`src/hdl/mqm_ptr_table.sv`:
```
// Per-queue head/tail/empty table in a memory with a registered read.
// Valid bits per queue make unwritten entries read as the empty state.
module mqm_ptr_table #(
    parameter int NUM_QUEUES = 8,
    parameter int PTR_W      = 7,
    parameter int QIDX_W     = 3
) (
    input  logic              i_clk,
    input  logic              i_rst_n,
    input  logic              i_rd_en,
    input  logic [QIDX_W-1:0] i_rd_addr,
    input  logic              i_wr_en,
    input  logic [QIDX_W-1:0] i_wr_addr,
    input  logic [PTR_W-1:0]  i_wr_head,
    input  logic [PTR_W-1:0]  i_wr_tail,
    input  logic              i_wr_empty,
    output logic [PTR_W-1:0]  o_rd_head,
    output logic [PTR_W-1:0]  o_rd_tail,
    output logic              o_rd_empty
);

    localparam int REC_W = 2 * PTR_W + 1;

    // record: {head, tail, empty}
    logic [REC_W-1:0]      r_mem [NUM_QUEUES];
    logic [NUM_QUEUES-1:0] r_vld;
    logic [REC_W-1:0]      r_rd_q;
    logic                  r_rd_vld;

    always_ff @(posedge i_clk) begin
        if (i_wr_en) begin
            r_mem[i_wr_addr] <= {i_wr_head, i_wr_tail, i_wr_empty};
        end
        if (i_rd_en) begin
            r_rd_q   <= r_mem[i_rd_addr];
            r_rd_vld <= r_vld[i_rd_addr];
        end
    end

    always_ff @(posedge i_clk) begin
        if (!i_rst_n) begin
            r_vld <= '0;
        end else if (i_wr_en) begin
            r_vld[i_wr_addr] <= 1'b1;
        end
    end

    // never-written queue reads as empty with head and tail at zero
    assign o_rd_head  = r_rd_vld ? r_rd_q[REC_W-1 -: PTR_W] : '0;
    assign o_rd_tail  = r_rd_vld ? r_rd_q[PTR_W:1] : '0;
    assign o_rd_empty = r_rd_vld ? r_rd_q[0] : 1'b1;

endmodule

```
`config.mk`:
```
export PLATFORM = sky130hd
export DESIGN_NAME = mqm_ptr_table
export DESIGN_NICKNAME = d
export VERILOG_FILES = /design/src/hdl/mqm_ptr_table.sv
export SDC_FILE = /design/constraint.sdc
export NUM_CORES = 1
export LEC_CHECK = 0
export BUFFER_PORTS_ARGS = -buffer_cell sky130_fd_sc_hd__buf_2
export CORE_ASPECT_RATIO = 0.8
export CORE_UTILIZATION = 55
export DETAILED_ROUTE_END_ITERATION = 10
export PLACE_DENSITY = 0.8
export SETUP_SLACK_MARGIN = 0.3
export SLEW_MARGIN = 0
export SYNTH_ARGS = -nofsm -noshare
export SYNTH_HDL_FRONTEND = slang
export SYNTH_SLANG_ARGS = --single-unit
```
`constraint.sdc`:
```
create_clock -name i_clk -period 4.59 [get_ports i_clk]
set_input_delay 0.459 -clock i_clk [delete_from_list [all_inputs] [get_ports i_clk]]
set_output_delay 0.459 -clock i_clk [all_outputs]
set_load 0.1 [all_outputs]
```
==> results of run 1 <==
==> final timing paths <==
check                                        endpoint  slack (ns)  cells after the start
worst max-delay path                     o_rd_head[4]        2.41                      2
worst min-delay path            r_mem[5][1]$_DFFE_PP_        0.31                      1
worst min register to register  r_vld[0]$_SDFFE_PN0P_        0.46                      1
worst max register to register   r_rd_q[13]$_DFFE_PP_        3.18                      2
==> through the flow <==
| step | hold slack (ns) | setup slack (ns) | instance area (um^2) |
|---|---|---|---|
| after floorplan | 0.432 | 1.93 | 5550 |
| after global placement | 0.439 | 2.18 | 5930 |
| after detailed placement | 0.454 | 2.13 | 5930 |
| after CTS | 0.295 | 2.34 | 6520 |
| after global routing | 0.293 | 2.29 | 6520 |
| final | 0.310 | 2.41 | 6520 |
==> flip-flops by register name (all words and copies together), names as in the netlist <==
signal and cells:
r_rd_q 15, r_mem 120, r_rd_vld 1, r_vld 8
==> final cells by class <==
| type | count | area share, % |
|---|---|---|
| clock buffers | 18 | 6.58 |
| well taps | 136 | 2.61 |
| repair buffers | 43 | 3.45 |
| multi-input cells | 79 | 19.8 |
| clock inverters | 14 | 2.55 |
| flip-flops and latches | 144 | 65.1 |
==> cell families (layout without fill, tap and decap cells) <==
kind of cell           after synthesis  count (layout)  share of synthesized area [%]
buffers and inverters               11              75                           1.31
AOI/OAI and AO/OA                    8               8                           1.08
DFF                                144             144                           76.4
and+or+nand+nor                     23              23                           3.09
muxes                               48              48                           18.1
==> routing by layer <==
| layer | vias up | track usage, % | share of wire [%] |
|---|---|---|---|
| met5 | - | 0 | 0 |
| met4 | 0 | 8.44 | 1.6 |
| met3 | 16 | 6.61 | 4.6 |
| met2 | 60 | 30.5 | 50 |
| met1 | 1295 | 26.2 | 44 |
| li1 | 1117 | - | - |
==> cells in the final DEF, fill, tap and decap left out <==
cell | Yosys | routed
edfxtp_1 | 136 | 136
buf_2 | 0 | 39
mux4_1 | 28 | 28
clkbuf_16 | 0 | 17
mux2_2 | 16 | 16
and2_1 | 14 | 14
o21a_1 | 8 | 8
dfxtp_1 | 8 | 8
mux4_2 | 4 | 4
clkinvlp_4 | 0 | 4
clkinv_2 | 0 | 4
buf_4 | 0 | 4
and4b_1 | 3 | 3
nor4bb_4 | 0 | 3
bufinv_16 | 0 | 3
clkinv_4 | 0 | 2
and4_1 | 1 | 1
nor4b_2 | 0 | 1
nand2b_1 | 1 | 1
clkbuf_1 | 3 | 1
inv_6 | 0 | 1
==> report_power, final <==
group | total [mW] | switching [mW] | internal [mW]
registers | 1.50 | 0.0130 | 1.49
clock network | 1.37 | 0.517 | 0.852
logic | 0.192 | 0.124 | 0.0672
total | 3.06 | 0.654 | 2.41
==> worst reg2reg max path: stages, from the launching register on <==
cell and delay (ns):
edfxtp_1 0.37, mux4_1 0.51, mux2_2 0.28
==> flow_summary.toml, run 1 <==
[worst_setup_path]
reg2reg_from = "r_mem[7][13]$_DFFE_PP_"
critPathMaxStageDelay_ns = 0.68
cp.arrival_ns = 1.72
endpoint_kind = "output port"
crit_slowest_cell = "edfxtp_1"
crit_family = "flip-flops"
startpoint = "r_rd_vld$_DFFE_PP_"
cp_max_fo = 15
critPathKind = "flip-flop to output port"
path_cells = "and2_1, buf_2"
cp.required_ns = 4.13
cp.buffers_inverters = 1
startpoint_type = "flip-flop"

[yosys]
ys.warnings.count = 0
synth_common_cells = "136 x edfxtp_1, 28 x mux4_1, 16 x mux2_2"
synth_top_cell_by_area = "edfxtp_1"
synth.distinct_cells = 16
avgSynthCellArea_um2 = 23.7
netlist_area_mm2 = 0.00555
synth_edf_count = 136
synth-seq-cells = 144
yosysTopAreaCellShare_pct = 73.5
netlist_instances = 234
synth.net_count = 259
synthFlopType = "edfxtp_1"
ys_top_cells_by_area = "edfxtp_1 74%, mux4_1 13%, mux2_2 3.2%, dfxtp_1 2.9%, mux4_2 1.6%"
synth.most_common_cell = "edfxtp_1"
synth_seq_area_share_pct = 76.4
synthArstFlopShare_pct = 0

[clock_tree]
cts_tree = "yes"
cts_buffer_depth = 2
postCtsResizedCells = 0
cts_buffers = 17
cts_setup_buffers = 0
clock-root-buffer = "clkbuf_16"
path_clk_slew_ns = 0.06
postCtsHoldBufs = 0
clock-sinks = 144
htreeDepth = 4
clock_latency_ns = 0.42

[finish]
diodes = 0
multiInputGateArea_mm2 = 0.00129
final_core_utilization_pct = 67.1
fillers = 595
area_growth_pct = 17.5
final_nets = 310
fin_cells = 434
regArea_mm2 = 0.00424
drive_gt1_share_pct = 32.9

[grt]
first_global_vias = 2493
grt_max_degree = 33
antenna_found_initial = 0
grt.total_usage_pct = 19.8
grt_first_pass_wirelength_mm = 14.1
gr-total-overflow = 0

[power]
p_leak_nw = 2.29
total_power_mw = 3.06
powerDensity_mw_per_mm2 = 470
ir_worst_vdd_v = 0.000316

[timing]
fin_crit_sh_pct = 47.5
rsz0062_at_grt = "no"
max_freq_mhz = 458
fin_crit_ns = 2.18
slew_viol_final = 0
fin_setup_tns_ns = 0
tightest_slew_ns = 0.983
setup_viol = 0
hold_violations = 0
skew_ns = 0.00567
slew_headroom_pct = 34.4

[min_path]
hp-class = "input pin to flip-flop"
hp-start = "i_wr_tail[0]"

[die]
fp.dieH_um = 91.9
die_area_mm2 = 0.0105
initial_core_util_pct = 57.1
core-area_mm2 = 0.00973
rows = 32
io_pins = 40
die_x_um = 114

[route]
vias = 2488
dr.pass1.iters = 4
drt-total-wl_mm = 9.29
vias_per_cell = 5.73
drtAntennaViolNets = 0
drc = 0
drt_iter0_markers = 155
route.detailed.wl_per_inst_um = 21.4

[placed_design]
io_buffers = 39
dp.cells = 402
dp_hpwl_mm = 4.93
routabilityCongestion = 0.638

[run]
maxCapViolCount = 0

[outcome]
status = "completed"
(Power assumes the default switching activity.)
==> inputs of run 2 (changes only) <==
==> constraint.sdc (replaced) <==
create_clock -name i_clk -period 2.3 [get_ports i_clk]
set_input_delay 0.23 -clock i_clk [delete_from_list [all_inputs] [get_ports i_clk]]
set_output_delay 0.23 -clock i_clk [all_outputs]
set_load 0.1 [all_outputs]
==> flow_summary.toml, run 2 (same netlist as run 1, synthesis figures left out) <==
[outcome]
status = "completed"

[worst_setup_path]
cp.buffers_inverters = 2
path_cells = "buf_4, and2_1, buf_2"
critPathKind = "flip-flop to output port"
cp_max_fo = 7
regToRegEndpoint = "r_rd_q[9]$_DFFE_PP_"
reg2reg_from = "r_mem[6][9]$_DFFE_PP_"
r2r_setup_slack_ns = 0.87
cp.arrival_ns = 1.53
cp.required_ns = 2.07
startpoint_type = "flip-flop"
crit_slowest_cell = "buf_2"
ff2ff_path_depth = 2
critPathMaxStageDelay_ns = 0.43
crit_family = "buffers and inverters"
endpoint_kind = "output port"

[placed_design]
dp_hpwl_mm = 5.31
io_buffers = 39
place_ws_ns = 0.381
routabilityCongestion = 0.664
dpl-instance-area_mm2 = 0.00600

[timing]
slew_viol_final = 0
rsz0062_at_grt = "no"
fin_crit_sh_pct = 76.7
fin_setup_tns_ns = 0
setup_viol = 0
fin_crit_ns = 1.76
tightest_slew_ns = 0.495
worst_slack_ns = 0.535
skew_ns = 0.00539
max_freq_mhz = 567
hold_violations = 0
slew_headroom_pct = 67.0

[grt]
grt_max_degree = 33
grt_first_pass_wirelength_mm = 14.9
first_global_vias = 2663
antenna_found_initial = 0
grt.total_usage_pct = 21.0
gr-total-overflow = 0

[finish]
multiInputGateArea_mm2 = 0.00130
final_common_cell = "edfxtp_1"
final_core_utilization_pct = 68.0
fillers = 632
largest_register_ffs = 120
top_regs = "r_mem: 120 flops, r_rd_q: 15 flops, r_vld: 8 flops"
final_nets = 319
finish.instance_area_mm2 = 0.00662
top_register = "r_mem"
drive_gt1_share_pct = 35.2
layout_common_cells = "136 x edfxtp_1, 39 x buf_2, 28 x mux4_1"
diodes = 0
area_growth_pct = 19.2
regArea_mm2 = 0.00424

[clock_tree]
cts_buffers = 17
cts_setup_buffers = 2
postCtsResizedCells = 0
htreeDepth = 4
postCtsHoldBufs = 0
clock-sinks = 144
path_clk_slew_ns = 0.06
cts_tree = "yes"
clock_latency_ns = 0.41
cts_buffer_depth = 2
clock-root-buffer = "clkbuf_16"

[run]
maxCapViolCount = 0

[route]
vias = 2525
drc = 0
drt_iter0_markers = 131
drt-total-wl_mm = 9.87
dr.pass1.iters = 4
drtAntennaViolNets = 0
route.detailed.wl_per_inst_um = 22.3
vias_per_cell = 5.70

[power]
total_power_mw = 6.11
p_leak_nw = 2.36
powerDensity_mw_per_mm2 = 923
ir_worst_vdd_v = 0.000916

[die]
core-area_mm2 = 0.00973
io_pins = 40
initial_core_util_pct = 57.1
die_area_mm2 = 0.0105
fp.dieH_um = 91.9
die_x_um = 114
rows = 32

[min_path]
hp-start = "i_wr_tail[3]"
hold_end = "r_mem[3][4]$_DFFE_PP_"
min_path_cells = 1
hp-class = "input pin to flip-flop"
-- run 2: cell types whose count changed in the layout (fill, tap and decap cells not counted) --
cell        previous run  this run
inv_6                  1         2
clkbuf_16             17        19
clkbuf_8               0         2
nor4b_2                1         0
buf_4                  4        12
bufinv_16              3         1
nor4b_4                0         1
clkbuf_1               1         0
clkinvlp_4             4         2
buf_12                 0         1
-- run 2: layout make-up --
cell class              instances  area share (%)
clock buffers                  21            7.60
clock inverters                11            1.51
multi-input cells              79            19.6
flip-flops and latches        144            64.1
well taps                     136            2.57
repair buffers                 52            4.61
-- run 2: where the power goes --
| part | switching (mW) | total [mW] | internal (mW) |
|---|---|---|---|
| combinational | 0.258 | 0.402 | 0.144 |
| sequential | 0.0232 | 3.00 | 2.98 |
| clock | 1.04 | 2.71 | 1.68 |
| total | 1.32 | 6.11 | 4.80 |
-- run 2: worst reg2reg max path: cells and delay by family (launching register included) --
| kind | cells | cell delay [ns] |
|---|---|---|
| muxes | 2 | 0.81 |
| DFF | 1 | 0.37 |
-- run 2: worst max-delay path by stage --
| stage | startpoint | endpoint | slack, ns | cells after the start |
|---|---|---|---|---|
| final | r_rd_vld$_DFFE_PP_ | o_rd_tail[1] | 0.54 | 3 |
| after CTS | r_rd_vld$_DFFE_PP_ | o_rd_empty | 0.54 | 3 |
| after detailed placement | i_rd_addr[0] | r_rd_q[13]$_DFFE_PP_ | 0.38 | 4 |
| after floorplan | i_wr_addr[2] | r_mem[1][0]$_DFFE_PP_ | 0.59 | 1 |
| after global routing | r_rd_vld$_DFFE_PP_ | o_rd_empty | 0.46 | 3 |
| after global placement | i_rd_addr[0] | r_rd_q[13]$_DFFE_PP_ | 0.41 | 4 |
-- run 2: metrics by stage --
stage | hold slack [ns] | std cells
6_report | 0.0939 | 443
2_1_floorplan | 0.329 | 234
4_1_cts | 0.0776 | 443
5_1_grt | 0.0832 | 443
3_5_place_dp | 0.446 | 409
3_3_place_gp | 0.438 | 409
-- run 2: routing by layer --
| layer | global-route usage [%] | vias to the layer above | routed length, um |
|---|---|---|---|
| met5 | 0 | - | 0 |
| met4 | 6.93 | 0 | 104 |
| met3 | 7.40 | 9 | 423 |
| met2 | 33.5 | 73 | 4950 |
| met1 | 27.3 | 1309 | 4390 |
| li1 | - | 1134 | - |
